File: config.mk
export PLATFORM = sky130hd
export DESIGN_NAME = vgpe_match_cell
export DESIGN_NICKNAME = d
export VERILOG_FILES = /design/src/rtl/vocab_gap_pair_extractor_assert.svh /design/src/rtl/vgpe_pkg.sv /design/src/rtl/vgpe_match_cell.sv
export SDC_FILE = /design/constraint.sdc
export NUM_CORES = 1
export LEC_CHECK = 0
export CORE_MARGIN = 5
export CORE_UTILIZATION = 61
export DETAILED_ROUTE_END_ITERATION = 16
export DONT_BUFFER_PORTS = 1
export GPL_ROUTABILITY_DRIVEN = 0
export GPL_TIMING_DRIVEN = 0
export PLACE_DENSITY = 0.78
export SETUP_SLACK_MARGIN = 0.4
export SYNTH_ARGS = -nofsm -noshare
export SYNTH_HDL_FRONTEND = slang
export SYNTH_SLANG_ARGS = --single-unit
File: constraint.sdc
create_clock -name aclk -period 20.4 [get_ports aclk]
set_input_delay 4.08 -clock aclk [delete_from_list [all_inputs] [get_ports aclk]]
set_output_delay 4.08 -clock aclk [all_outputs]
set_load 0.005 [all_outputs]
File: src/rtl/vocab_gap_pair_extractor_assert.svh
// Assertion shorthands shared by the RTL files of the gap pair extractor.
// Each macro expects the enclosing module to have aclk and aresetn ports.
`ifndef VOCAB_GAP_PAIR_EXTRACTOR_ASSERT_SVH
`define VOCAB_GAP_PAIR_EXTRACTOR_ASSERT_SVH

// Condition that must hold at every clock edge outside reset.
`define VGPE_ASSERT_ALWAYS(lbl, cond) \
    lbl: assert property (@(posedge aclk) disable iff (!aresetn) (cond)) \
        else $error("invariant check failed");

// Same-cycle implication.
`define VGPE_ASSERT_IMP(lbl, ante, cons) \
    lbl: assert property (@(posedge aclk) disable iff (!aresetn) (ante) |-> (cons)) \
        else $error("implication check failed");

// Next-cycle implication.
`define VGPE_ASSERT_NEXT(lbl, ante, cons) \
    lbl: assert property (@(posedge aclk) disable iff (!aresetn) (ante) |=> (cons)) \
        else $error("next-cycle check failed");

`endif

File: src/rtl/vgpe_pkg.sv
`default_nettype none

package vgpe_pkg;

    localparam int ID_W        = 64;
    localparam int GAP_W       = 4;
    localparam int GAP_MAX     = (1 << GAP_W) - 1;
    localparam int POS_W       = 5;
    localparam int POS_MAX     = (1 << POS_W) - 1;
    localparam int QUEUE_DEPTH = 4;

    typedef enum logic [1:0] {
        REQ_ADD_VOCAB = 2'd0,
        REQ_ADD_SEP   = 2'd1,
        REQ_BEGIN     = 2'd2,
        REQ_ELEMENT   = 2'd3
    } req_t;

    typedef enum logic [1:0] {
        KIND_PAIR     = 2'd0,
        KIND_SEP_PAIR = 2'd1,
        KIND_FULL     = 2'd2
    } kind_t;

    // An item on its way through the match cells. For elements the two hit
    // flags collect set membership; for loads the flag of the target set
    // means the id was found or stored.
    typedef struct packed {
        req_t              req;
        logic [ID_W-1:0]   id_high;
        logic [ID_W-1:0]   id_low;
        logic              vhit;
        logic              shit;
    } item_t;

    typedef struct packed {
        kind_t             kind;
        logic [ID_W-1:0]   subject_high;
        logic [ID_W-1:0]   subject_low;
        logic [ID_W-1:0]   separator_high;
        logic [ID_W-1:0]   separator_low;
        logic [ID_W-1:0]   object_high;
        logic [ID_W-1:0]   object_low;
        logic [ID_W-1:0]   witness_high;
        logic [ID_W-1:0]   witness_low;
        logic              last;
    } result_t;

endpackage

`default_nettype wire

File: src/rtl/vgpe_match_cell.sv
`default_nettype none

module vgpe_match_cell #(
    parameter bit HAS_VOCAB = 1'b1,
    parameter bit HAS_SEP   = 1'b1
) (
    input  logic            aclk,
    input  logic            aresetn,
    input  logic            advance,
    input  logic            in_valid,
    input  vgpe_pkg::item_t in_item,
    output logic            out_valid,
    output vgpe_pkg::item_t out_item
);
    import vgpe_pkg::*;

    logic  take;
    logic  v_eq;
    logic  v_free;
    logic  s_eq;
    logic  s_free;
    item_t item_next;
    item_t item_reg;
    logic  valid_reg;

    assign take = advance && in_valid;

    // Slots fill in order along the chain, so the first free slot that a
    // load meets comes after every slot that could hold a duplicate.
    if (HAS_VOCAB) begin : g_vocab
        logic            occ_reg;
        logic [ID_W-1:0] hi_reg;
        logic [ID_W-1:0] lo_reg;
        logic            wr;

        assign v_eq   = occ_reg && (hi_reg == in_item.id_high) && (lo_reg == in_item.id_low);
        assign v_free = !occ_reg;
        assign wr     = take && (in_item.req == REQ_ADD_VOCAB) && !in_item.vhit && !occ_reg;

        always_ff @(posedge aclk) begin
            if (!aresetn) begin
                occ_reg <= 1'b0;
            end else if (wr) begin
                occ_reg <= 1'b1;
            end
        end

        always_ff @(posedge aclk) begin
            if (wr) begin
                hi_reg <= in_item.id_high;
                lo_reg <= in_item.id_low;
            end
        end
    end else begin : g_no_vocab
        assign v_eq   = 1'b0;
        assign v_free = 1'b0;
    end

    if (HAS_SEP) begin : g_sep
        logic            occ_reg;
        logic [ID_W-1:0] hi_reg;
        logic [ID_W-1:0] lo_reg;
        logic            wr;

        assign s_eq   = occ_reg && (hi_reg == in_item.id_high) && (lo_reg == in_item.id_low);
        assign s_free = !occ_reg;
        assign wr     = take && (in_item.req == REQ_ADD_SEP) && !in_item.shit && !occ_reg;

        always_ff @(posedge aclk) begin
            if (!aresetn) begin
                occ_reg <= 1'b0;
            end else if (wr) begin
                occ_reg <= 1'b1;
            end
        end

        always_ff @(posedge aclk) begin
            if (wr) begin
                hi_reg <= in_item.id_high;
                lo_reg <= in_item.id_low;
            end
        end
    end else begin : g_no_sep
        assign s_eq   = 1'b0;
        assign s_free = 1'b0;
    end

    always_comb begin
        item_next = in_item;
        unique case (in_item.req)
            REQ_ADD_VOCAB: begin
                item_next.vhit = in_item.vhit | v_eq | v_free;
            end
            REQ_ADD_SEP: begin
                item_next.shit = in_item.shit | s_eq | s_free;
            end
            REQ_BEGIN: begin
                item_next = in_item;
            end
            REQ_ELEMENT: begin
                item_next.vhit = in_item.vhit | v_eq;
                item_next.shit = in_item.shit | s_eq;
            end
        endcase
    end

    always_ff @(posedge aclk) begin
        if (!aresetn) begin
            valid_reg <= 1'b0;
        end else if (advance) begin
            valid_reg <= in_valid;
        end
    end

    always_ff @(posedge aclk) begin
        if (take) begin
            item_reg <= item_next;
        end
    end

    assign out_valid = valid_reg;
    assign out_item  = item_reg;

endmodule

`default_nettype wire

Word-level counts from Yosys, hierarchy flattened
Index checks and enable logic that the tools add are counted.
{ "totals": {"register_bits": 391, "elab_cells": 40} }
{ "classes": {"n_eq_ne": 6, "n_mux": 2, "bitwise": 4, "reduce_logical": 16} }
{ "ops": {"columns": ["op", "n"], "rows": [
  ["$eq A64 B64 Y1", 4],
  ["$logic_and A1 B1 Y1", 11],
  ["$logic_not A1 Y1", 4],
  ["$or A1 B1 Y1", 4],
  ["$pmux W1 S2", 2],
  ["$eq A2 B1 Y1 const B", 1],
  ["$eq A2 B2 Y1 const B", 1],
  ["$logic_not A2 Y1", 1]
]} }

Longest topological paths before layout
{ "depth": {"ltp_word": 6, "mapped_depth": 7, "mapped_depth_nobuf": 7} }

Least setup slack after synthesis
OpenSTA, ideal clock, no wires.
{ "synth_path": {"path_kind": "input to register", "start": "in in_item[131] (netlist name)", "end": "reg g_vocab.hi_reg[0] (enable)", "arrival_ns": 17.457, "t_required_ns": 19.417, "slack_ns": 1.960, "stages": 3, "cell_sequence": "inv_1 > ha_1 > nor4b_1"} }
{ "synth_between": {"elab_chain_cells": 4} }
{ "synth_rtl": {"columns": ["element", "line", "source"], "rows": [
  ["from (decl)", "vgpe_match_cell.sv:11", "input vgpe_pkg::item_t in_item,"],
  ["$logic_not A2 Y1", "vgpe_match_cell.sv:38", "assign wr = take && (in_item.req == REQ_ADD_VOCAB) && !in_item.vhit && !occ_reg;"],
  ["$logic_and A1 B1 Y1 (3 in a row)", "vgpe_match_cell.sv:38", null],
  ["net g_vocab.wr", "vgpe_match_cell.sv:34", "logic wr;"],
  ["to (signal assigned)", "vgpe_match_cell.sv:50", "hi_reg <= in_item.id_high;"],
  ["to (decl)", "vgpe_match_cell.sv:32", "logic [ID_W-1:0] hi_reg;"]
]} }
The timed path passes the listed nets, and every way through them passes these cells.
A chain may end at the register's enable or synchronous reset.

Final worst setup path
{ "layout_path": {"start": "in in_item[131] (netlist name)", "end": "reg g_sep.lo_reg[57] (enable)"} }
{ "layout_between": {"elab_chain_cells": 4} }
{ "layout_rtl": {"columns": ["element", "line", "source"], "rows": [
  ["$eq A2 B1 Y1", "vgpe_match_cell.sv:67", "assign wr = take && (in_item.req == REQ_ADD_SEP) && !in_item.shit && !occ_reg;"],
  ["$logic_and A1 B1 Y1 (3 in a row)", "vgpe_match_cell.sv:67", null],
  ["net g_sep.wr", "vgpe_match_cell.sv:63", "logic wr;"],
  ["to (signal assigned)", "vgpe_match_cell.sv:80", "lo_reg <= in_item.id_low;"],
  ["to (decl)", "vgpe_match_cell.sv:62", "logic [ID_W-1:0] lo_reg;"]
]} }
The timed path passes the listed nets, and every way through them passes these cells.

==> out/qor.txt <==
Hold_ws -> 0.544 ns
Hold Buf Count CTS -> 0
Prevailing post-synth register cell -> edfxtp_1
Max Clk Rate -> 170 MHz
CP Cell Sequence -> inv_1, ha_1, nor4b_2, buf_4, buf_6, buf_4, buf_6, buf_4
DRC violations left -> 0
Routed wire length on met2 -> 14700 um
Yosys warns -> 0
Mapped Area -> 14600 sq um
Hold Vio Cnt, Final -> 0
Routed WL per cell -> 25.6 um
Status -> completed
CP max FO -> 9
Post-detail-place hpwl -> 21800 um
Clock Power Share -> 0.413
Vias per cell -> 5.82
Largest net degree at the start of global routing -> 78
Power per cell area -> 99.4 nW/um^2
Sequential Area -> 11700 sq um
Fill count -> 1490
Root Buffer -> clkbuf_16
Nets -> 971
DIE HEIGHT -> 165 um
Port Buffers -> 0
Startpoint types -> input port
Largest register FFs -> 132
Boundary Pins -> 269
Final setup margin -> 14.53 ns
Worst hold stages -> 2
First-pass GRT wire length -> 44400 um
P_leak -> 5.39 nW
Share of layout cells above drive strength 1 -> 0.110
Area of the multi-input gates -> 2910 sq um
Initial core utilization -> 0.622
Synth top area share -> 0.796
Die ar. -> 27200 sq um
Cell taking the most area after synthesis -> edfxtp_1
Clock-pin transition on the worst setup and hold timing paths -> 0.06 ns
Worst Hold Class -> flip-flop to flip-flop
Mapped Cells -> 757
Number of flops mapped to enable cells by yosys -> 388
Initial antenna violation count -> 0
Most common cell in the netlist -> edfxtp_1
Number of max-cap violations -> 0
Crit path time final -> 5.87 ns
Uppermost layer routed -> met4
CP max stage cell -> nor4b_2
Setup crit end kind -> flip-flop
Arrival @ worst endpoint -> 6.09 ns
Die width -> 165 um
Via count -> 6872
Most frequent CP cell -> buf_4
Area growth, synth to finish -> 13.3%
Yosys reg bits -> 391
Mapped Avg Cell Area -> 19.3 sq um
Flop pwr share -> 0.561
RSZ-0062 raised after global routing -> false
Placed insts -> 1111
Metal3 WL -> 2690 um
Placeable Area -> 23500 sq um
Fraction of registers with async set/reset -> 0
Clk sink count -> 391
Post-CTS Resized -> 0
Post-synthesis net count -> 896
Routed Antenna Nets -> 0
DR iter-0 viols -> 621
Max-slew violation count -> 0
Req. time, crit path -> 20.62 ns
CTS tree -> done
Max Buffers Root-to-Sink -> 3
CTS buffer count -> 38
Htree depth -> 2
Clock Skew -> 0.0139 ns
Sw frac -> 0.196
CP max stage delay -> 0.67 ns
Cell Rows -> 56
Clock Latency Late Sink -> 0.52 ns
Kind of critical path -> input port to flip-flop
Top cells by count, synth -> 388 x edfxtp_1, 169 x xor2_1, 85 x xnor2_1
Hold path endpoint -> out_valid
Vias in the first global route -> 7215
R2R Setup Slk -> 17.93 ns
WL final -> 30300 um
Synth top area cells -> edfxtp_1 80%, xor2_1 10%, xnor2_1 5.1%
Hold path startpoint -> out_valid
Comb power frac -> 0.026
Worst reg2reg path depth -> 6
Internal Power -> 1.33 mW
Setup Viol. Count Final -> 0
Final Instance Count excl. Fillers -> 1181
Gr usage total -> 0.221
M1 WL -> 12100 um
Reg-to-Reg Start -> g_sep.occ_reg
Post-Place Setup Slack -> 14.05 ns
Peak VDD IR -> 88.2 uV
Final period util -> 0.288
Sequential area share after synthesis -> 0.800
First-pass DRT Iterations -> 5
# Post-CTS Setup Buffers -> 0
N_diodes -> 0
Least-Margin Pin Slew -> 0.947 ns
Switching power -> 322 uW
Grt ovf -> 0
Library cells used by synthesis -> 22
Max_slew headroom -> 0.363
R2R Path End -> g_sep.lo_reg[57]
placed cells by master (no fill, tap or decap), drive strengths merged, types with 3 or more instances in the layout:
cell | netlist | routed
nand4 | 31 | 31
xor2 | 169 | 169
xnor2 | 85 | 85
buf | 0 | 35
clkbuf | 0 | 48
nand3 | 3 | 3
clkinv | 0 | 15
edfxtp | 388 | 388
dfxtp | 3 | 3
nor4 | 50 | 50
inv | 7 | 10
ha | 3 | 3
routing by layer:
metal  up-vias  track usage
met5         -            0
met4         0       0.0673
met3        54       0.0681
met2       302        0.357
met1      3479        0.294
li1       3037            -
how the worst max path moves through the flow:
stage                  from                  to  slack [ns]  cells past startpoint
2_1_floorplan  in_item[131]   g_vocab.hi_reg[0]        1.96                      3
3_3_place_gp     in_item[1]  g_vocab.hi_reg[34]       -4.00                      1
3_5_place_dp   in_item[131]    g_sep.lo_reg[57]       14.05                      8
4_1_cts        in_item[131]    g_sep.hi_reg[46]       14.57                      8
5_1_grt        in_item[131]    g_sep.hi_reg[46]       14.47                      8
6_report       in_item[131]    g_sep.lo_reg[57]       14.53                      8
power groups by stage:
stage               combinational (mW)  clock [mW]  sequential [mW]
floorplan                       0.0310           0            0.941
global placement                0.0390           0            0.947
detailed placement              0.0433           0            0.941
CTS                             0.0440       0.691            0.925
global route                    0.0477       0.728            0.926
finish                          0.0437       0.680            0.924
logic make-up (layout without fill, tap and decap cells):
| logic type | Yosys count | in the layout | synth area share |
|---|---|---|---|
| buffers and inverters | 7 | 112 | 0.00180 |
| AOI/OAI and AO/OA | 9 | 9 | 0.00470 |
| and+or+nand+nor | 93 | 93 | 0.0390 |
| xor gates and xnor gates | 254 | 254 | 0.152 |
| DFF | 391 | 391 | 0.800 |
| adders and majority gates | 3 | 3 | 0.00256 |
through the flow:
stage	TNS [ns]	power (mW)	util	instance area [sq um]
finish	0	1.65	0.704	16600
global route	0	1.70	0.704	16600
CTS	0	1.66	0.704	16600
detailed placement	0	0.985	0.652	15400
global placement	-1026.14	0.986	0.639	15000
floorplan	0	0.972	-	14600
worst max-delay path: cells and delay by family:
kind	cells	cell delay [ns]
adder cells (fa/ha/maj)	1	0.19
buffers and inverters	6	1.13
AND/OR/NAND/NOR	1	0.67
final cells by class:
cell class,count,share of cell area
clock inverter,22,0.0103
sequential,391,0.706
inverter,7,0.00189
timing repair buffer,35,0.0182
multi-input combinational,359,0.176
tap,319,0.0241
clock buffer,48,0.0635
No activity file was read; power rests on OpenSTA's default activity.
